===== src/rtl/xmac_rff_pkg.sv =====
// ----------------------------------------------------------------------------
// xmac_rff_pkg
// Shared types, codes and constants of the receive frame filter.
// ----------------------------------------------------------------------------
`default_nettype none

package xmac_rff_pkg;

	// Default depth of the ring of recently seen strobe ids.
	localparam int SEEN_DEPTH_DEF = 10;

	// Link header length in bytes; a data frame of exactly this length is empty.
	localparam logic [6:0] HEADER_BYTES = 7'd6;

	// Header type bytes.
	localparam logic [7:0] KIND_STROBE     = 8'h10;
	localparam logic [7:0] KIND_DATA       = 8'h11;
	localparam logic [7:0] KIND_STROBE_ACK = 8'h13;

	// Only valid dispatch byte.
	localparam logic [7:0] DISPATCH_OK = 8'h00;

	// Busy count loaded when a strobe is overheard.
	localparam logic [1:0] BUSY_STROBE_SEEN = 2'd2;
	// Waiting count limit after which a sleep tick gives up waiting.
	localparam logic [1:0] WAIT_LIMIT = 2'd2;

	// Configuration register indexes.
	localparam logic REG_MAC_ENABLED   = 1'b0;
	localparam logic REG_SLEEP_ENABLED = 1'b1;

	typedef enum logic [1:0] {
		OP_FRAME = 2'd0,
		OP_WAKE  = 2'd1,
		OP_SLEEP = 2'd2
	} op_t;

	typedef enum logic [1:0] {
		DEST_SELF  = 2'd0,
		DEST_BCAST = 2'd1,
		DEST_OTHER = 2'd2
	} dest_t;

	typedef enum logic [3:0] {
		V_EMPTY          = 4'd0,
		V_PARSE_FAIL     = 4'd1,
		V_BAD_DISPATCH   = 4'd2,
		V_SHORT          = 4'd3,
		V_BAD_CHECKSUM   = 4'd4,
		V_DUP_STROBE     = 4'd5,
		V_SEND_ACK       = 4'd6,
		V_BCAST_LISTEN   = 4'd7,
		V_STROBE_OTHER   = 4'd8,
		V_ACK_SEEN       = 4'd9,
		V_ID_MISMATCH    = 4'd10,
		V_DATA_EMPTY     = 4'd11,
		V_DELIVER        = 4'd12,
		V_DATA_OTHER     = 4'd13,
		V_UNKNOWN_KIND   = 4'd14,
		V_TICK_DONE      = 4'd15
	} verdict_t;

	// One input beat as held in the input register.
	typedef struct packed {
		logic [1:0]  operation;
		logic [6:0]  frame_length;
		logic        parse_ok;
		logic [7:0]  dispatch_byte;
		logic [7:0]  frame_kind;
		logic [15:0] frame_ident;
		logic [7:0]  header_check;
		logic [1:0]  dest_kind;
		logic        sender_busy;
	} item_t;

	// Duty-cycle state that the decision logic reads and updates.
	typedef struct packed {
		logic        radio;
		logic [1:0]  busy_cnt;
		logic [1:0]  wait_cnt;
		logic [15:0] expected_ident;
	} mac_state_t;

endpackage

`default_nettype wire


===== src/rtl/xmac_rff_ifs.sv =====
// ----------------------------------------------------------------------------
// xmac_rff item and result channels
// Valid/ready channels carrying input beats and result beats.
// ----------------------------------------------------------------------------
`default_nettype none

interface xmac_rff_item_if;
	logic        valid;
	logic        ready;
	logic [1:0]  operation;
	logic [6:0]  frame_length;
	logic        parse_ok;
	logic [7:0]  dispatch_byte;
	logic [7:0]  frame_kind;
	logic [15:0] frame_ident;
	logic [7:0]  header_check;
	logic [1:0]  dest_kind;
	logic        sender_busy;

	modport source (
		output valid, operation, frame_length, parse_ok, dispatch_byte, frame_kind,
			frame_ident, header_check, dest_kind, sender_busy,
		input ready
	);
	modport sink (
		input valid, operation, frame_length, parse_ok, dispatch_byte, frame_kind,
			frame_ident, header_check, dest_kind, sender_busy,
		output ready
	);
endinterface

interface xmac_rff_result_if;
	logic       valid;
	logic       ready;
	logic [3:0] verdict;
	logic       radio_on;
	logic [1:0] channel_busy_count;
	logic [1:0] waiting_count;

	modport source (
		output valid, verdict, radio_on, channel_busy_count, waiting_count,
		input ready
	);
	modport sink (
		input valid, verdict, radio_on, channel_busy_count, waiting_count,
		output ready
	);
endinterface

`default_nettype wire


===== src/rtl/xmac_rff_seen.sv =====
// ----------------------------------------------------------------------------
// xmac_rff_seen
// Ring of recently seen strobe ids with a parallel match and a write pointer.
// ----------------------------------------------------------------------------
`default_nettype none

module xmac_rff_seen import xmac_rff_pkg::*; #(
	parameter int SEEN_DEPTH = SEEN_DEPTH_DEF
) (
	input  wire logic        clk,
	input  wire logic        arst_n,
	input  wire logic [15:0] ident,
	input  wire logic        insert,
	output logic             hit
);

	localparam int PTR_W = (SEEN_DEPTH > 1) ? $clog2(SEEN_DEPTH) : 1;
	localparam logic [PTR_W-1:0] PTR_LAST = PTR_W'(SEEN_DEPTH - 1);

	logic [15:0]      ids_q [SEEN_DEPTH];
	logic [PTR_W-1:0] ptr_q;

	// All entries are compared at once; each entry is a fixed tap.
	always_comb begin
		hit = 1'b0;
		for (int k = 0; k < SEEN_DEPTH; k++) begin
			if (ids_q[k] == ident) begin
				hit = 1'b1;
			end
		end
	end

	always_ff @(posedge clk or negedge arst_n) begin
		if (!arst_n) begin
			for (int k = 0; k < SEEN_DEPTH; k++) begin
				ids_q[k] <= '0;
			end
			ptr_q <= '0;
		end else if (insert) begin
			ids_q[ptr_q] <= ident;
			ptr_q <= (ptr_q == PTR_LAST) ? '0 : ptr_q + PTR_W'(1);
		end
	end

endmodule

`default_nettype wire


===== src/rtl/xmac_rff_eval.sv =====
// ----------------------------------------------------------------------------
// xmac_rff_eval
// Decision logic: classifies one beat and computes the next duty-cycle state.
// ----------------------------------------------------------------------------
`default_nettype none

module xmac_rff_eval import xmac_rff_pkg::*; (
	input  wire item_t      item,
	input  wire mac_state_t cur,
	input  wire logic       mac_enabled,
	input  wire logic       sleep_enabled,
	input  wire logic       seen_hit,
	output mac_state_t      nxt,
	output verdict_t        verdict,
	output logic            seen_insert
);

	logic [7:0] calc_check;
	logic       for_us;

	assign calc_check = item.dispatch_byte ^ item.frame_kind ^
		item.frame_ident[15:8] ^ item.frame_ident[7:0];
	assign for_us = (item.dest_kind == DEST_SELF) || (item.dest_kind == DEST_BCAST);

	always_comb begin
		nxt         = cur;
		verdict     = V_TICK_DONE;
		seen_insert = 1'b0;
		unique case (item.operation)
			OP_FRAME: begin
				priority if (item.frame_length == 7'd0) begin
					verdict = V_EMPTY;
				end else if (!item.parse_ok) begin
					verdict = V_PARSE_FAIL;
				end else if (item.dispatch_byte != DISPATCH_OK) begin
					verdict = V_BAD_DISPATCH;
				end else if (item.frame_length < HEADER_BYTES) begin
					verdict = V_SHORT;
				end else if (item.header_check != calc_check) begin
					verdict = V_BAD_CHECKSUM;
				end else if (item.frame_kind == KIND_STROBE) begin
					nxt.busy_cnt = BUSY_STROBE_SEEN;
					priority if (item.dest_kind == DEST_SELF) begin
						if (seen_hit) begin
							verdict = V_DUP_STROBE;
						end else begin
							seen_insert        = 1'b1;
							nxt.expected_ident = item.frame_ident;
							nxt.busy_cnt       = 2'd1;
							nxt.wait_cnt       = 2'd1;
							nxt.radio          = 1'b1;
							verdict            = V_SEND_ACK;
						end
					end else if (item.dest_kind == DEST_BCAST) begin
						nxt.wait_cnt = 2'd1;
						if (mac_enabled) begin
							nxt.radio = 1'b1;
						end
						verdict = V_BCAST_LISTEN;
					end else begin
						verdict = V_STROBE_OTHER;
					end
				end else if (item.frame_kind == KIND_STROBE_ACK) begin
					verdict = V_ACK_SEEN;
				end else if (item.frame_kind == KIND_DATA) begin
					nxt.busy_cnt = 2'd0;
					priority if (item.frame_ident != cur.expected_ident) begin
						verdict = V_ID_MISMATCH;
					end else if (item.frame_length == HEADER_BYTES) begin
						verdict = V_DATA_EMPTY;
					end else begin
						nxt.wait_cnt = 2'd0;
						verdict      = for_us ? V_DELIVER : V_DATA_OTHER;
					end
				end else begin
					verdict = V_UNKNOWN_KIND;
				end
			end
			OP_WAKE: begin
				if (cur.busy_cnt != 2'd0) begin
					nxt.busy_cnt = cur.busy_cnt - 2'd1;
				end
				if (!item.sender_busy && cur.wait_cnt == 2'd0 && mac_enabled) begin
					nxt.radio = 1'b1;
				end
			end
			OP_SLEEP: begin
				if (sleep_enabled) begin
					if (!item.sender_busy && cur.wait_cnt == 2'd0) begin
						nxt.radio = 1'b0;
					end
					if (cur.wait_cnt != 2'd0) begin
						if (cur.wait_cnt >= WAIT_LIMIT) begin
							nxt.wait_cnt = 2'd0;
							if (!item.sender_busy) begin
								nxt.radio = 1'b0;
							end
						end else begin
							nxt.wait_cnt = cur.wait_cnt + 2'd1;
						end
					end
				end
			end
			default: begin
				verdict = V_TICK_DONE;
			end
		endcase
	end

endmodule

`default_nettype wire


===== src/rtl/xmac_receive_frame_filter_core.sv =====
// ----------------------------------------------------------------------------
// xmac_receive_frame_filter_core
// Receive-side frame filter of a preamble-strobe radio duty-cycle layer.
// ----------------------------------------------------------------------------
// The block takes one beat per clock on the items channel while the results
// channel takes results: either a parsed received frame header or a wake or
// sleep power-cycle tick. Every beat gives exactly one result beat, in order,
// carrying the verdict and the radio power state, the busy count and the
// waiting count as they stand after that beat. A beat is captured in an input
// register, is evaluated in the following cycle against the duty-cycle state
// and the ring of recently seen strobe ids (all entries are compared in
// parallel), and lands in a result register, from which its result beat is
// offered on the results channel; the sustained rate is one beat per cycle
// while results are taken. The input register and the result register
// together let a new beat be accepted while a finished result is still
// waiting on the results channel; with the result side stalled, two beats are
// held before ready drops. The ring of seen ids is cleared to zero by reset,
// so a strobe with id zero counts as a duplicate until those entries are
// overwritten. The configuration registers (index 0 enables the duty-cycle
// layer, index 1 enables sleep-phase handling, both reset to one) are written
// through cfg_we, cfg_index and cfg_data and should only be changed while the
// block holds no beat.
// ----------------------------------------------------------------------------
`default_nettype none

module xmac_receive_frame_filter_core import xmac_rff_pkg::*; #(
	parameter int SEEN_DEPTH = SEEN_DEPTH_DEF
) (
	input  wire logic         clk,
	input  wire logic         arst_n,
	xmac_rff_item_if.sink     items,
	xmac_rff_result_if.source results,
	input  wire logic         cfg_we,
	input  wire logic         cfg_index,
	input  wire logic         cfg_data
);

	// Configuration registers.
	logic mac_enabled_q;
	logic sleep_enabled_q;

	// Input stage.
	item_t item_s1;
	logic  valid_s1;

	// Result stage.
	verdict_t   verdict_s2;
	logic       radio_s2;
	logic [1:0] busy_s2;
	logic [1:0] wait_s2;
	logic       valid_s2;

	// Duty-cycle state.
	mac_state_t state_q;
	mac_state_t state_nxt;
	verdict_t   verdict_nxt;
	logic       seen_insert;
	logic       seen_hit;

	logic item_accept;
	logic advance;

	// The input stage moves on whenever the result register is empty or is
	// being emptied in this cycle.
	assign advance     = valid_s1 && (!valid_s2 || results.ready);
	assign items.ready = !valid_s1 || advance;
	assign item_accept = items.valid && items.ready;

	always_ff @(posedge clk or negedge arst_n) begin
		if (!arst_n) begin
			mac_enabled_q   <= 1'b1;
			sleep_enabled_q <= 1'b1;
		end else if (cfg_we) begin
			unique case (cfg_index)
				REG_MAC_ENABLED:   mac_enabled_q   <= cfg_data;
				REG_SLEEP_ENABLED: sleep_enabled_q <= cfg_data;
				default: ;
			endcase
		end
	end

	always_ff @(posedge clk or negedge arst_n) begin
		if (!arst_n) begin
			valid_s1 <= 1'b0;
		end else if (item_accept) begin
			valid_s1 <= 1'b1;
		end else if (advance) begin
			valid_s1 <= 1'b0;
		end
	end

	always_ff @(posedge clk) begin
		if (item_accept) begin
			item_s1.operation     <= items.operation;
			item_s1.frame_length  <= items.frame_length;
			item_s1.parse_ok      <= items.parse_ok;
			item_s1.dispatch_byte <= items.dispatch_byte;
			item_s1.frame_kind    <= items.frame_kind;
			item_s1.frame_ident   <= items.frame_ident;
			item_s1.header_check  <= items.header_check;
			item_s1.dest_kind     <= items.dest_kind;
			item_s1.sender_busy   <= items.sender_busy;
		end
	end

	xmac_rff_seen #(
		.SEEN_DEPTH (SEEN_DEPTH)
	) u_seen (
		.clk    (clk),
		.arst_n (arst_n),
		.ident  (item_s1.frame_ident),
		.insert (seen_insert && advance),
		.hit    (seen_hit)
	);

	xmac_rff_eval u_eval (
		.item          (item_s1),
		.cur           (state_q),
		.mac_enabled   (mac_enabled_q),
		.sleep_enabled (sleep_enabled_q),
		.seen_hit      (seen_hit),
		.nxt           (state_nxt),
		.verdict       (verdict_nxt),
		.seen_insert   (seen_insert)
	);

	// The state is committed in the same cycle the beat moves to the result
	// register, so a following beat already sees it.
	always_ff @(posedge clk or negedge arst_n) begin
		if (!arst_n) begin
			state_q <= '0;
		end else if (advance) begin
			state_q <= state_nxt;
		end
	end

	always_ff @(posedge clk or negedge arst_n) begin
		if (!arst_n) begin
			valid_s2 <= 1'b0;
		end else if (advance) begin
			valid_s2 <= 1'b1;
		end else if (results.ready) begin
			valid_s2 <= 1'b0;
		end
	end

	always_ff @(posedge clk) begin
		if (advance) begin
			verdict_s2 <= verdict_nxt;
			radio_s2   <= state_nxt.radio;
			busy_s2    <= state_nxt.busy_cnt;
			wait_s2    <= state_nxt.wait_cnt;
		end
	end

	assign results.valid              = valid_s2;
	assign results.verdict            = verdict_s2;
	assign results.radio_on           = radio_s2;
	assign results.channel_busy_count = busy_s2;
	assign results.waiting_count      = wait_s2;

endmodule

`default_nettype wire


===== src/flat_wrapper.sv =====
// flat-port wrapper written by rule: the top's interface ports become plain ports
module xmac_receive_frame_filter_core_flat import xmac_rff_pkg::*;
#(
	parameter int SEEN_DEPTH = SEEN_DEPTH_DEF
)
  (clk, arst_n, cfg_we, cfg_index, cfg_data, items_valid, items_operation, items_frame_length, items_parse_ok, items_dispatch_byte, items_frame_kind, items_frame_ident, items_header_check, items_dest_kind, items_sender_busy, items_ready, results_valid, results_verdict, results_radio_on, results_channel_busy_count, results_waiting_count, results_ready);
  xmac_rff_item_if items_i ();
  xmac_rff_result_if results_i ();
  input  wire logic clk;
  input  wire logic arst_n;
  input  wire logic cfg_we;
  input  wire logic cfg_index;
  input  wire logic cfg_data;
  input wire logic [$bits(items_i.valid)-1:0] items_valid;
  input wire logic [$bits(items_i.operation)-1:0] items_operation;
  input wire logic [$bits(items_i.frame_length)-1:0] items_frame_length;
  input wire logic [$bits(items_i.parse_ok)-1:0] items_parse_ok;
  input wire logic [$bits(items_i.dispatch_byte)-1:0] items_dispatch_byte;
  input wire logic [$bits(items_i.frame_kind)-1:0] items_frame_kind;
  input wire logic [$bits(items_i.frame_ident)-1:0] items_frame_ident;
  input wire logic [$bits(items_i.header_check)-1:0] items_header_check;
  input wire logic [$bits(items_i.dest_kind)-1:0] items_dest_kind;
  input wire logic [$bits(items_i.sender_busy)-1:0] items_sender_busy;
  output wire logic [$bits(items_i.ready)-1:0] items_ready;
  output wire logic [$bits(results_i.valid)-1:0] results_valid;
  output wire logic [$bits(results_i.verdict)-1:0] results_verdict;
  output wire logic [$bits(results_i.radio_on)-1:0] results_radio_on;
  output wire logic [$bits(results_i.channel_busy_count)-1:0] results_channel_busy_count;
  output wire logic [$bits(results_i.waiting_count)-1:0] results_waiting_count;
  input wire logic [$bits(results_i.ready)-1:0] results_ready;
  assign items_i.valid = items_valid;
  assign items_i.operation = items_operation;
  assign items_i.frame_length = items_frame_length;
  assign items_i.parse_ok = items_parse_ok;
  assign items_i.dispatch_byte = items_dispatch_byte;
  assign items_i.frame_kind = items_frame_kind;
  assign items_i.frame_ident = items_frame_ident;
  assign items_i.header_check = items_header_check;
  assign items_i.dest_kind = items_dest_kind;
  assign items_i.sender_busy = items_sender_busy;
  assign items_ready = items_i.ready;
  assign results_valid = results_i.valid;
  assign results_verdict = results_i.verdict;
  assign results_radio_on = results_i.radio_on;
  assign results_channel_busy_count = results_i.channel_busy_count;
  assign results_waiting_count = results_i.waiting_count;
  assign results_i.ready = results_ready;
  xmac_receive_frame_filter_core #(.SEEN_DEPTH(SEEN_DEPTH)) u_core (.clk(clk), .arst_n(arst_n), .items(items_i), .results(results_i), .cfg_we(cfg_we), .cfg_index(cfg_index), .cfg_data(cfg_data));
endmodule

===== config.mk =====
export PLATFORM = sky130hd
export DESIGN_NAME = xmac_receive_frame_filter_core_flat
export DESIGN_NICKNAME = d
export VERILOG_FILES = /design/src/rtl/xmac_rff_pkg.sv /design/src/rtl/xmac_rff_ifs.sv /design/src/rtl/xmac_rff_seen.sv /design/src/rtl/xmac_rff_eval.sv /design/src/rtl/xmac_receive_frame_filter_core.sv /design/src/flat_wrapper.sv
export SDC_FILE = /design/constraint.sdc
export NUM_CORES = 1
export LEC_CHECK = 0
export BUFFER_PORTS_ARGS = -buffer_cell sky130_fd_sc_hd__buf_4
export CORE_UTILIZATION = 60
export DETAILED_ROUTE_END_ITERATION = 10
export GPL_ROUTABILITY_DRIVEN = 0
export GPL_TIMING_DRIVEN = 0
export PLACE_DENSITY = 0.79
export SLEW_MARGIN = 20
export SYNTH_ARGS = -nofsm -noshare
export SYNTH_HDL_FRONTEND = slang
export SYNTH_SLANG_ARGS = --single-unit

===== constraint.sdc =====
create_clock -name clk -period 7.5 [get_ports clk]
set_clock_uncertainty 0.2 [all_clocks]
set_input_delay 0.75 -clock clk [delete_from_list [all_inputs] [get_ports clk]]
set_output_delay 0.75 -clock clk [all_outputs]
set_load 0.02 [all_outputs]

==> results of run 1 <==
==> cell usage in the layout (no fill, tap or decap), drive strengths merged, types with 3 or more instances in the layout <==
cell,Yosys,routed
a21oi,5,5
nor3,6,6
nor4b,3,3
o21ai,6,6
xnor2,20,20
nand2,18,18
mux2,181,181
nor2b,3,3
clkinv,1,3
buf,46,118
nor4,48,48
edfxtp,62,62
clkbuf,27,69
nand3,9,9
xnor3,6,6
or4,6,6
nor2,19,19
nand2b,8,8
dfrtp,187,187
o22ai,3,3
inv,5,5
xor2,178,178
nand4,16,16
nand3b,4,4
==> synth_stat cells (2+ instances only) <==
master,n
sky130_fd_sc_hd__buf_1,2
sky130_fd_sc_hd__clkbuf_1,27
sky130_fd_sc_hd__a21boi_0,2
sky130_fd_sc_hd__o22ai_1,3
sky130_fd_sc_hd__inv_1,5
sky130_fd_sc_hd__dfstp_2,2
sky130_fd_sc_hd__nor3_2,2
sky130_fd_sc_hd__nand2b_1,8
sky130_fd_sc_hd__xnor3_1,6
sky130_fd_sc_hd__mux2_2,140
sky130_fd_sc_hd__nor4b_1,2
sky130_fd_sc_hd__a31o_2,2
sky130_fd_sc_hd__o21ai_0,6
sky130_fd_sc_hd__o21ba_2,2
sky130_fd_sc_hd__nand3_1,8
sky130_fd_sc_hd__nand4_1,15
sky130_fd_sc_hd__a21o_1,2
sky130_fd_sc_hd__nand3b_1,4
sky130_fd_sc_hd__nor2b_1,3
sky130_fd_sc_hd__buf_6,5
sky130_fd_sc_hd__edfxtp_1,62
sky130_fd_sc_hd__nor2_1,19
sky130_fd_sc_hd__xnor2_1,20
sky130_fd_sc_hd__or4_1,6
sky130_fd_sc_hd__o31a_1,2
sky130_fd_sc_hd__mux2_4,40
sky130_fd_sc_hd__nand2_1,18
sky130_fd_sc_hd__nor3_1,4
sky130_fd_sc_hd__dfrtp_1,187
sky130_fd_sc_hd__xor2_1,178
sky130_fd_sc_hd__or3_1,2
sky130_fd_sc_hd__nor4_1,46
sky130_fd_sc_hd__a21oi_1,5
sky130_fd_sc_hd__or4b_1,2
sky130_fd_sc_hd__buf_2,39
==> worst register-to-register path: cells and delay by family (launching register included) <==
family	cells	cell delay (ns)
xor gates and xnor gates	1	0.19
DFF	1	0.32
and+or+nand+nor	6	2.05
buffers and inverters	3	1.08
muxes	1	0.37
==> sequential cells by signal (all words and copies together) (netlist names) <==
name                               flops
u_core.results.valid                   1
u_core.sleep_enabled_q                 1
u_core.results.radio_on                1
u_core.u_seen.ptr_q                    4
u_core.results.channel_busy_count      2
u_core.results.waiting_count           2
u_core.state_q                        21
u_core.valid_s1                        1
u_core.results.verdict                 4
u_core.mac_enabled_q                   1
u_core.item_s1                        53
u_core.u_seen.ids_q                  160
==> timing repair <==
item                                   4_1_cts  5_1_grt
hold buffers                                 1        0
buffers inserted                             0        0
endpoints found under the hold margin       39        0
==> routing by layer <==
| layer | global-route usage (%) | vias up |
|---|---|---|
| met4 | 8.62 | 0 |
| met3 | 4.65 | 71 |
| met1 | 40.1 | 3918 |
| li1 | - | 3401 |
| met5 | 0 | - |
| met2 | 48.0 | 271 |
==> worst paths after layout <==
path | to | slack, ns | cells after the start
min | u_core.item_s1[6]$_DFFE_PP_ | 0.18 | 1
max in group asynchronous | u_core.u_seen.ids_q[155]$_DFFE_PN0P_ | 5.56 | 4
max | u_core.u_seen.ids_q[44]$_DFFE_PN0P_ | 3.17 | 11
min reg2reg | u_core.results.valid$_DFFE_PN0P_ | 0.31 | 1
min in group asynchronous | u_core.u_seen.ids_q[142]$_DFFE_PN0P_ | 0.49 | 2
max reg2reg | u_core.u_seen.ids_q[44]$_DFFE_PN0P_ | 3.17 | 11
==> stage by stage <==
step	cell area [µm²]	cells	total power (W)	util (%)	hold slack, ns
after floorplan	12300	904	0.00167	-	0.254
after global placement	13100	1239	0.00179	66.5	0.285
after detailed placement	13200	1241	0.00180	66.8	0.299
after CTS	14000	1287	0.00300	70.9	0.170
after global routing	14000	1287	0.00309	70.9	0.172
final	14000	1287	0.00300	70.9	0.185
==> cells by family (layout without fill, tap and decap cells) <==
group | count (synthesis) | after routing
XOR/XNOR | 204 | 204
AND/OR/NAND/NOR | 153 | 153
flip-flops | 251 | 251
buffers and inverters | 79 | 197
AO/OA/AOI/OAI | 35 | 35
multiplexers | 182 | 182
==> layout make-up <==
type | count | share of cell area [%]
plain buffers | 73 | 2.58
clock buffers | 42 | 5.44
inverters | 6 | 0.161
flip-flops and latches | 251 | 47.2
multi-input cells | 574 | 37.8
repair buffers | 73 | 4.28
clock inverters | 3 | 0.206
well taps | 265 | 2.37
==> report_power, final <==
| part | internal (W) | switching (W) |
|---|---|---|
| logic | 0.000120 | 0.000194 |
| registers | 0.00145 | 0.0000230 |
| clock network | 0.000690 | 0.000528 |
==> impl_metrics.toml, run 1 <==
[synth]
post_synth.cell_area_avg_um2 = 13.6
synthesis.yosys.warnings = 0
synth_xor_area_share_pct = 15.3
edff_count_synth = 62
synth-adder-area-share_pct = 0
netlist.top_cell.by_area = "sky130_fd_sc_hd__dfrtp_1"
netlist_area_um2 = 12300
dominant_combinational_cell_family_by_area_after_synthesis = "multiplexers"
synth-main-ff-cell = "sky130_fd_sc_hd__dfrtp_1"
synth_cell_types = 63
synthArstFlopShare_pct = 75.3
synthMuxAreaShare_pct = 17.9
seq_area_frac_synth_pct = 53.8
synth.net_count = 964
synth_compound_gate_area_share_pct = 2.06
synth-simple-area-share_pct = 7.81
synth_cells = 904
ys_ff_latch = 251
synth_top_area_share_pct = 38.2
leading_post_synthesis_cells_by_cell_area = "sky130_fd_sc_hd__dfrtp_1, sky130_fd_sc_hd__edfxtp_1, sky130_fd_sc_hd__mux2_2, sky130_fd_sc_hd__xor2_1, sky130_fd_sc_hd__mux2_4"

[timing]
worst_slew_margin_rel_pct = 36.5
timing_max_transition_violations_final = 0
rsz0062_at_grt = "no"
finalHoldViolations = 0
setup_viol = 0
timing_worst_slew_pin_value_ns = 0.952
period_minus_slack_ns = 4.33
fmaxAchievable_ghz = 0.231
fin_ws_ns = 3.17
setup_total_negative_slack_ns = 0
min_period_over_period_pct = 57.8

[detailed_routing]
vias_per_cell = 5.95
drt_wl_total_mm = 29.8
wl_cell_um = 23.1
route.top_layer_used = "met4"
drt_pass1_iterations = 7
vias = 7661
wl_met3_mm = 1.73
route.detailed.drc = 0
route.layer.met1.wl_mm = 12.7
first_iter_violations = 545
detailroute.wirelength.met2_mm = 14.5
ant_nets = 0

[setup_path]
critical_path_required_ns = 7.72
worst-path-max-fanout = 10
critPathBufInv = 3
worstSetupPathType = "reg -> reg"
critical-path-top-delay-family = "simple AND/OR/NAND/NOR gates"
cp-end-kind = "flop"
crit_chain = "buf_2 > buf_2 > xor2_1 > nor4_1 > nand4_1 > nand4_1 > nor3_2 > nand3_4 > nor3_2 > buf_2 > mux2_2"
critPathLaunch = "u_core.item_s1[25]$_DFFE_PP_"
critical_path.reg2reg.startpoint = "u_core.item_s1[25]$_DFFE_PP_"
arrival_time_reported_for_the_critical_path_endpoint_ns = 4.55
crit_path_frequent_cell = "sky130_fd_sc_hd__buf_2"
element_type_at_the_critical_path_start = "flop"
crit_path_top_delay_cell = "sky130_fd_sc_hd__nor3_2"
cp_slowest_stage_delay_ns = 0.70

[power]
power.density_cell_area_nw_per_um2 = 215
leakage_nw = 6.85
vdd_drop_max_v = 0.000247

[clock_tree]
postCtsResizedCells = 0
clk_transition_reported_paths_ns = 0.06
insertion_delay_ns = 0.54
clock_sink_count = 251
numCtsBuffers = 26
clock_tree.buffer_depth = 3
cts_tree = "yes"
htree_levels = 1
clockRootBuffer = "sky130_fd_sc_hd__clkbuf_16"

[grt]
pin_count_of_the_biggest_net_entering_global_routing = 80
first_global_vias = 7937
globalRoute.totalOverflow = 0
first_pass_grt_wire_length_mm = 46.4
antenna_found_initial = 0
grt_use_total_pct = 29.2

[min_path]
hold_path.class = "in -> reg"
hp-start = "items_header_check[3]"

[floorplanning]
die-area_um2 = 21000
fp-row-count = 51
die_x_um = 145
core_region_area_um2 = 19700
die-height_um = 145
floorplan.io_pins = 71
initial_core_util_pct = 62.1

[placement]
io_buffer_count = 70
pre_cts_slack_ns = 3.27
place_hpwl_mm = 19.0

[layout]
post_route_cells_drive_above_1_share_pct = 33.9
area.growth.synth_to_final_pct = 14.0
n_antenna_cell = 0
finish.net_count = 1065
nFillCells = 1334
regArea_um2 = 6590
multi_input_comb_area_um2 = 5280

[outcome]
outcome = "completed"

[flow_run]
drv_cap = 0
(Power assumes the default switching activity.)
==> inputs of run 2 (changes only) <==
--- a/config.mk
+++ b/config.mk
@@ -5,12 +5,13 @@
 export SDC_FILE = /design/constraint.sdc
 export NUM_CORES = 1
 export LEC_CHECK = 0
+export ABC_AREA = 1
 export BUFFER_PORTS_ARGS = -buffer_cell sky130_fd_sc_hd__buf_4
 export CORE_UTILIZATION = 60
 export DETAILED_ROUTE_END_ITERATION = 10
 export GPL_ROUTABILITY_DRIVEN = 0
 export GPL_TIMING_DRIVEN = 0
-export PLACE_DENSITY = 0.79
+export PLACE_DENSITY = 0.78
 export SLEW_MARGIN = 20
 export SYNTH_ARGS = -nofsm -noshare
 export SYNTH_HDL_FRONTEND = slang
==> constraint.sdc (replaced) <==
create_clock -name clk -period 4.3 [get_ports clk]
set_clock_uncertainty 0.2 [all_clocks]
set_input_delay 0.43 -clock clk [delete_from_list [all_inputs] [get_ports clk]]
set_output_delay 0.43 -clock clk [all_outputs]
set_load 0.02 [all_outputs]
==> run 2 against run 1 <==
The run now ends with DRC left. Sequential power is 76% higher. Non-clock buffer count is 74 higher. Fmax up 29%. Synthesized area grew 11%. Count of clock-buffer cells in the layout is 2 lower. Via count rose by 61%. Clock power is 100% higher. Sequential share of layout area fell by 6.3 points. Cell area increased by 15%. Critical endpoint is now u_core.u_seen.ids_q[77]$_DFFE_PN0P_. Largest cell class unchanged. Largest power group unchanged. Highest routed layer unchanged.
==> impl_metrics.toml, run 2 <==
[grt]
pin_count_of_the_biggest_net_entering_global_routing = 76
first_pass_grt_wire_length_mm = 62.1
first_global_vias = 11904
grt_use_total_pct = 34.0
antenna_found_initial = 0
globalRoute.totalOverflow = 0

[setup_path]
arrival_time_reported_for_the_critical_path_endpoint_ns = 3.58
element_type_at_the_critical_path_start = "flop"
crit_chain = "buf_2 > inv_1 > nand2_1 > nand2_1 > nor2_1 > nand2_1 > nor2_1 > nand2_1 > nand2_1 > nor2_2 > nand3_2 > nor2_1 > nand2_2 > inv_2 > nand2_1 > buf_2 > nand2_1 > nand2_1"
worst-path-max-fanout = 10
crit_path_frequent_cell = "sky130_fd_sc_hd__nand2_1"
crit_path_top_delay_cell = "sky130_fd_sc_hd__edfxtp_1"
worstSetupPathType = "reg -> reg"
critical_path_required_ns = 4.52
cp_slowest_stage_delay_ns = 0.34
cp-end-kind = "flop"

[synth]
synth_compound_gate_area_share_pct = 1.82
synth-main-ff-cell = "sky130_fd_sc_hd__dfrtp_1"
ys_ff_latch = 251
synth.net_count = 1877
edff_count_synth = 62
post_synth.cell_area_avg_um2 = 7.50
netlist.top_cell.by_area = "sky130_fd_sc_hd__dfrtp_1"
synthArstFlopShare_pct = 75.3
synthMuxAreaShare_pct = 0
synth-simple-area-share_pct = 35.9
post-synth-top-count-cell = "sky130_fd_sc_hd__nand2_1"
synth_cells = 1817
seq_area_frac_synth_pct = 48.4
synth-adder-area-share_pct = 0
dominant_combinational_cell_family_by_area_after_synthesis = "simple AND/OR/NAND/NOR gates"
synthesis.yosys.warnings = 0
leading_post_synthesis_cells_by_cell_area = "sky130_fd_sc_hd__dfrtp_1, sky130_fd_sc_hd__nand2_1, sky130_fd_sc_hd__edfxtp_1, sky130_fd_sc_hd__nand3_1, sky130_fd_sc_hd__inv_1"
synth_cell_types = 33
synth_top_area_share_pct = 34.3
synth_xor_area_share_pct = 5.14
list_of_most_frequent_post_synthesis_cells = "sky130_fd_sc_hd__nand2_1, sky130_fd_sc_hd__dfrtp_1, sky130_fd_sc_hd__nand3_1"
netlist_area_um2 = 13600

[detailed_routing]
vias_per_cell = 5.39
drt_wl_total_mm = 38.5
route.layer.met1.wl_mm = 15.6
wl_cell_um = 16.9
detailroute.wirelength.met2_mm = 18.2
wl_met3_mm = 3.31
drt_pass1_iterations = 10
route.top_layer_used = "met4"
route.detailed.drc = 1
first_iter_violations = 1087
vias = 12308
ant_nets = 0

[floorplanning]
core_region_area_um2 = 22000
initial_core_util_pct = 61.9
die_x_um = 153
die-height_um = 153
die-area_um2 = 23300
floorplan.io_pins = 71
fp-row-count = 54

[clock_tree]
clockRootBuffer = "sky130_fd_sc_hd__clkbuf_16"
clk_transition_reported_paths_ns = 0.06
cts_tree = "yes"
clock_sink_count = 251
numCtsBuffers = 28
clock_tree.buffer_depth = 3
htree_levels = 1
insertion_delay_ns = 0.56

[layout]
n_antenna_cell = 0
post_route_cells_drive_above_1_share_pct = 10.3
area.growth.synth_to_final_pct = 18.4
finish.net_count = 2041
final_cell_count_no_fill = 2283
most-common-layout-cells = "sky130_fd_sc_hd__nand2_1, sky130_fd_sc_hd__dfrtp_1, sky130_fd_sc_hd__nand3_1"
largest-register = "u_core.u_seen.ids_q"
layout_commonest_cell = "sky130_fd_sc_hd__nand2_1"
max_reg_flops = 160
reg.largest.list = "u_core.u_seen.ids_q (160), u_core.item_s1 (53), u_core.state_q (21)"
post-route-util_pct = 73.3

[timing]
min_period_over_period_pct = 78.1
timing_max_transition_violations_final = 0
rsz0062_at_grt = "no"
fmaxAchievable_ghz = 0.298
worst_slew_margin_rel_pct = 38.2
timing_worst_slew_pin_value_ns = 0.924
setup_total_negative_slack_ns = 0
finalHoldViolations = 0
timing.hold.ws_ns = 0.188
setup_viol = 0
period_minus_slack_ns = 3.36

[outcome]
violations = "DRC"
outcome = "finished with violations"

[placement]
place_hpwl_mm = 26.9
numPlacedInstances = 2170
io_buffer_count = 70

[power]
power.density_cell_area_nw_per_um2 = 353
finalPower_w = 0.00570
leakage_nw = 8.35
vdd_drop_max_v = 0.000341

[flow_run]
drv_cap = 0

[min_path]
hold_path.class = "in -> async"
==> run 2: routing by layer <==
| metal | GRT usage, % | up-vias |
|---|---|---|
| met5 | 0 | - |
| met4 | 12.5 | 0 |
| met3 | 6.29 | 110 |
| met2 | 56.0 | 521 |
| met1 | 45.1 | 5752 |
| li1 | - | 5925 |
==> run 2: final timing paths <==
path	start	to	slack [ns]	cells past startpoint
hold / removal	arst_n	u_core.u_seen.ids_q[100]$_DFFE_PN0P_	0.19	2
setup reg to reg	u_core.item_s1[16]$_DFFE_PP_	u_core.u_seen.ids_q[77]$_DFFE_PN0P_	0.94	18
hold reg to reg	u_core.u_seen.ids_q[120]$_DFFE_PN0P_	u_core.u_seen.ids_q[120]$_DFFE_PN0P_	0.29	2
setup / recovery	u_core.item_s1[16]$_DFFE_PP_	u_core.u_seen.ids_q[77]$_DFFE_PN0P_	0.94	18
min in group clk	u_core.u_seen.ids_q[120]$_DFFE_PN0P_	u_core.u_seen.ids_q[120]$_DFFE_PN0P_	0.29	2
max in group asynchronous	arst_n	u_core.sleep_enabled_q$_DFFE_PN1P_	2.92	3
==> run 2: power by group <==
part / internal [W] / switching (W)
combinational: 0.000252 / 0.000417
sequential: 0.00253 / 0.0000546
clock: 0.00147 / 0.000968
total: 0.00426 / 0.00144
==> run 2: cell families (layout without fill, tap and decap cells) <==
| family | Yosys count | after routing |
|---|---|---|
| compound gates | 47 | 47 |
| xor+xnor | 80 | 80 |
| buf+inv | 250 | 436 |
| flops | 251 | 251 |
| simple gates | 1189 | 1189 |
==> run 2: worst max-delay path: cells and delay by family, from the launching register on <==
kind          cells  cell delay [ns]
simple gates     14             1.71
buf+inv           4             0.97
flops             1             0.34
==> run 2: repair_timing <==
action,in CTS,in global routing
buffers inserted,0,0
gates resized for setup,0,0
hold buffers,61,0
hold endpoints to repair,108,0
endpoints found under the setup margin,0,0
==> run 2: through the flow <==
step	setup WS, ns	cell area (µm²)
after detailed placement	1.02	14600
final	0.940	16100
after floorplan	1.83	13600
after global placement	1.09	14500
after global routing	0.655	16100
after CTS	0.960	16100
==> run 2: cell type report <==
| class | instances | area, µm² |
|---|---|---|
| Buffer | 86 | 583 |
| Clock buffer | 40 | 807 |
| Clock inverter | 12 | 130 |
| Fill cell | 1706 | 5890 |
| Inverter | 164 | 618 |
| Multi-Input combinational cell | 1316 | 5830 |
| Sequential cell | 251 | 6590 |
| Tap cell | 280 | 350 |
| Timing Repair Buffer | 134 | 1220 |
==> inputs of run 3 (changes only) <==
--- a/config.mk
+++ b/config.mk
@@ -7,11 +7,11 @@
 export LEC_CHECK = 0
 export ABC_AREA = 1
 export BUFFER_PORTS_ARGS = -buffer_cell sky130_fd_sc_hd__buf_4
-export CORE_UTILIZATION = 60
+export CORE_UTILIZATION = 56
 export DETAILED_ROUTE_END_ITERATION = 10
 export GPL_ROUTABILITY_DRIVEN = 0
 export GPL_TIMING_DRIVEN = 0
-export PLACE_DENSITY = 0.78
+export PLACE_DENSITY = 0.77
 export SLEW_MARGIN = 20
 export SYNTH_ARGS = -nofsm -noshare
 export SYNTH_HDL_FRONTEND = slang
==> constraint.sdc (replaced) <==
create_clock -name clk -period 2.8 [get_ports clk]
set_clock_uncertainty 0.2 [all_clocks]
set_input_delay 0.28 -clock clk [delete_from_list [all_inputs] [get_ports clk]]
set_output_delay 0.28 -clock clk [all_outputs]
set_load 0.02 [all_outputs]
==> run 3 against run 2 <==
The flow finishes with violations (DRC, setup timing). First-iteration DRC count increased by 84%. Die area grew 7.0%. Routed wire length is 28% higher. Utilization is 5.8 points higher. Clock power grew 49%. Flip-flop and latch count unchanged. Sequential power grew 54%. Final cell count is 5.7% higher. Critical endpoint is now u_core.u_seen.ids_q[127]$_DFFE_PN0P_. Largest cell class is now multi-input gates.
==> impl_metrics.toml, run 3 (same netlist as run 2, synthesis figures left out) <==
[layout]
most-common-layout-cells = "sky130_fd_sc_hd__nand2_1, sky130_fd_sc_hd__dfrtp_1, sky130_fd_sc_hd__inv_1"
post_route_cells_drive_above_1_share_pct = 24.3
n_antenna_cell = 0
layout_commonest_cell = "sky130_fd_sc_hd__nand2_1"
largest-register = "u_core.u_seen.ids_q"
nFillCells = 1406
reg.largest.list = "u_core.u_seen.ids_q (160), u_core.item_s1 (53), u_core.state_q (21)"
stdcell_area_um2 = 18700
area.growth.synth_to_final_pct = 37.5
finish.net_count = 2135
max_reg_flops = 160
post-route-util_pct = 79.1

[setup_path]
cp-end-kind = "flop"
cp_slowest_stage_delay_ns = 0.38
worst-path-max-fanout = 10
crit_path_top_delay_cell = "sky130_fd_sc_hd__edfxtp_1"
element_type_at_the_critical_path_start = "flop"
crit_path_frequent_cell = "sky130_fd_sc_hd__buf_6"
crit_chain = "buf_4 > buf_6 > xnor2_4 > nand3b_1 > nand4_1 > nor2_4 > nand2_2 > nor4_4 > nand2_4 > inv_6 > buf_6 > buf_6 > buf_12 > buf_12 > nand3_1 > nand2_2"
critical_path_required_ns = 3.10
critPathLaunch = "u_core.item_s1[18]$_DFFE_PP_"
critical_path.reg2reg.startpoint = "u_core.item_s1[18]$_DFFE_PP_"
worstSetupPathType = "reg -> reg"
arrival_time_reported_for_the_critical_path_endpoint_ns = 3.56

[floorplanning]
fp-row-count = 56
floorplan.io_pins = 71
die_x_um = 158
die-height_um = 158
initial_core_util_pct = 57.5
die-area_um2 = 25000
core_region_area_um2 = 23700

[clock_tree]
clock_sink_count = 251
numCtsBuffers = 27
cts_tree = "yes"
clk_transition_reported_paths_ns = 0.06
clock_tree.buffer_depth = 3
htree_levels = 1
insertion_delay_ns = 0.58
clockRootBuffer = "sky130_fd_sc_hd__clkbuf_16"

[power]
vdd_drop_max_v = 0.000515
power.density_cell_area_nw_per_um2 = 474
leakage_nw = 9.09
finalPower_w = 0.00888

[detailed_routing]
vias_per_cell = 5.90
ant_nets = 0
first_iter_violations = 2002
route.detailed.drc = 1
drt_pass1_iterations = 9
wl_cell_um = 20.5
vias = 14252
drt_wl_total_mm = 49.4

[grt]
grt_use_total_pct = 32.7
first_global_vias = 11918
globalRoute.totalOverflow = 0
pin_count_of_the_biggest_net_entering_global_routing = 98
first_pass_grt_wire_length_mm = 62.4
antenna_found_initial = 1

[timing]
period_minus_slack_ns = 3.26
setup_total_negative_slack_ns = -62.90
timing_max_transition_violations_final = 0
fmaxAchievable_ghz = 0.307
setup_viol = 187
worst_slew_margin_rel_pct = 20.5
timing.hold.ws_ns = 0.0825
finalHoldViolations = 0
min_period_over_period_pct = 116
fin_ws_ns = -0.462
timing_worst_slew_pin_value_ns = 1.19
rsz0062_at_grt = "yes"

[min_path]
hold_path.class = "in -> async"

[placement]
place_hpwl_mm = 26.2
postPlaceCellArea_um2 = 14600
io_buffer_count = 70

[outcome]
violations = "DRC, setup timing"
outcome = "finished with violations"

[flow_run]
drv_cap = 0
run 3: cell count changes in the layout (fill, tap and decap cells not counted), moves of 20 or more:
cell and change:
sky130_fd_sc_hd__buf_4 +27, sky130_fd_sc_hd__buf_8 +20, sky130_fd_sc_hd__nand2_1 -143, sky130_fd_sc_hd__nand2_2 +110, sky130_fd_sc_hd__nand2_4 +23, sky130_fd_sc_hd__nand3_1 -37, sky130_fd_sc_hd__nand3_2 +35
run 3: worst paths after layout:
kind	cells past startpoint	to	slack, ns
max	16	u_core.u_seen.ids_q[127]$_DFFE_PN0P_	-0.46
min	2	u_core.state_q[4]$_DFFE_PN0P_	0.08
max reg2reg	16	u_core.u_seen.ids_q[127]$_DFFE_PN0P_	-0.46
min reg2reg	2	u_core.u_seen.ids_q[89]$_DFFE_PN0P_	0.30
max in group asynchronous	3	u_core.sleep_enabled_q$_DFFE_PN1P_	1.28
min in group clk	2	u_core.item_s1[18]$_DFFE_PP_	0.23
run 3: what timing repair did:
action | 4_1_cts | 5_1_grt
cloned | 7 | 17
pin swaps | 1 | 87
endpoints found under the hold margin | 149 | 0
hold buffers | 62 | 0
endpoints found under the setup margin | 181 | 192
resized for setup | 91 | 324
setup buffers | 26 | 46
run 3: cell type report:
class	instances	area, µm²	area share, %
Tap cell	319	399	2.13
Multi-Input combinational cell	1316	6800	36.3
Inverter	164	664	3.55
Buffer	86	933	4.98
Clock buffer	45	846	4.52
Clock inverter	4	35.0	0.187
Sequential cell	251	6590	35.2
Timing Repair Buffer	229	2460	13.1
run 3: worst max-delay path: cells and delay by family, from the launching register on:
kind          cells  cell delay, ns
flops             1            0.38
simple gates      8            1.31
buf+inv           7            1.03
xor+xnor          1            0.24
run 3: per-layer routing:
metal / GRT usage (%) / vias up / wire (µm)
li1: - / 6144 / -
met2: 54.3 / 1111 / 23000
met1: 43.5 / 6678 / 17500
met5: 0 / - / 0
met4: 12.5 / 0 / 3110
met3: 4.71 / 319 / 5840
run 3: stage by stage:
step	cells	setup WS (ns)
floorplan	1817	0.331
global placement	2206	-0.479
detailed placement	2208	-0.526
CTS	2352	-0.0798
global route	2414	-0.551
finish	2414	-0.462
run 3: report_power, final:
part	switching [W]	internal [W]
Sequential	0.0000951	0.00389
Clock	0.00157	0.00206
Combinational	0.000763	0.000495
Total	0.00243	0.00644
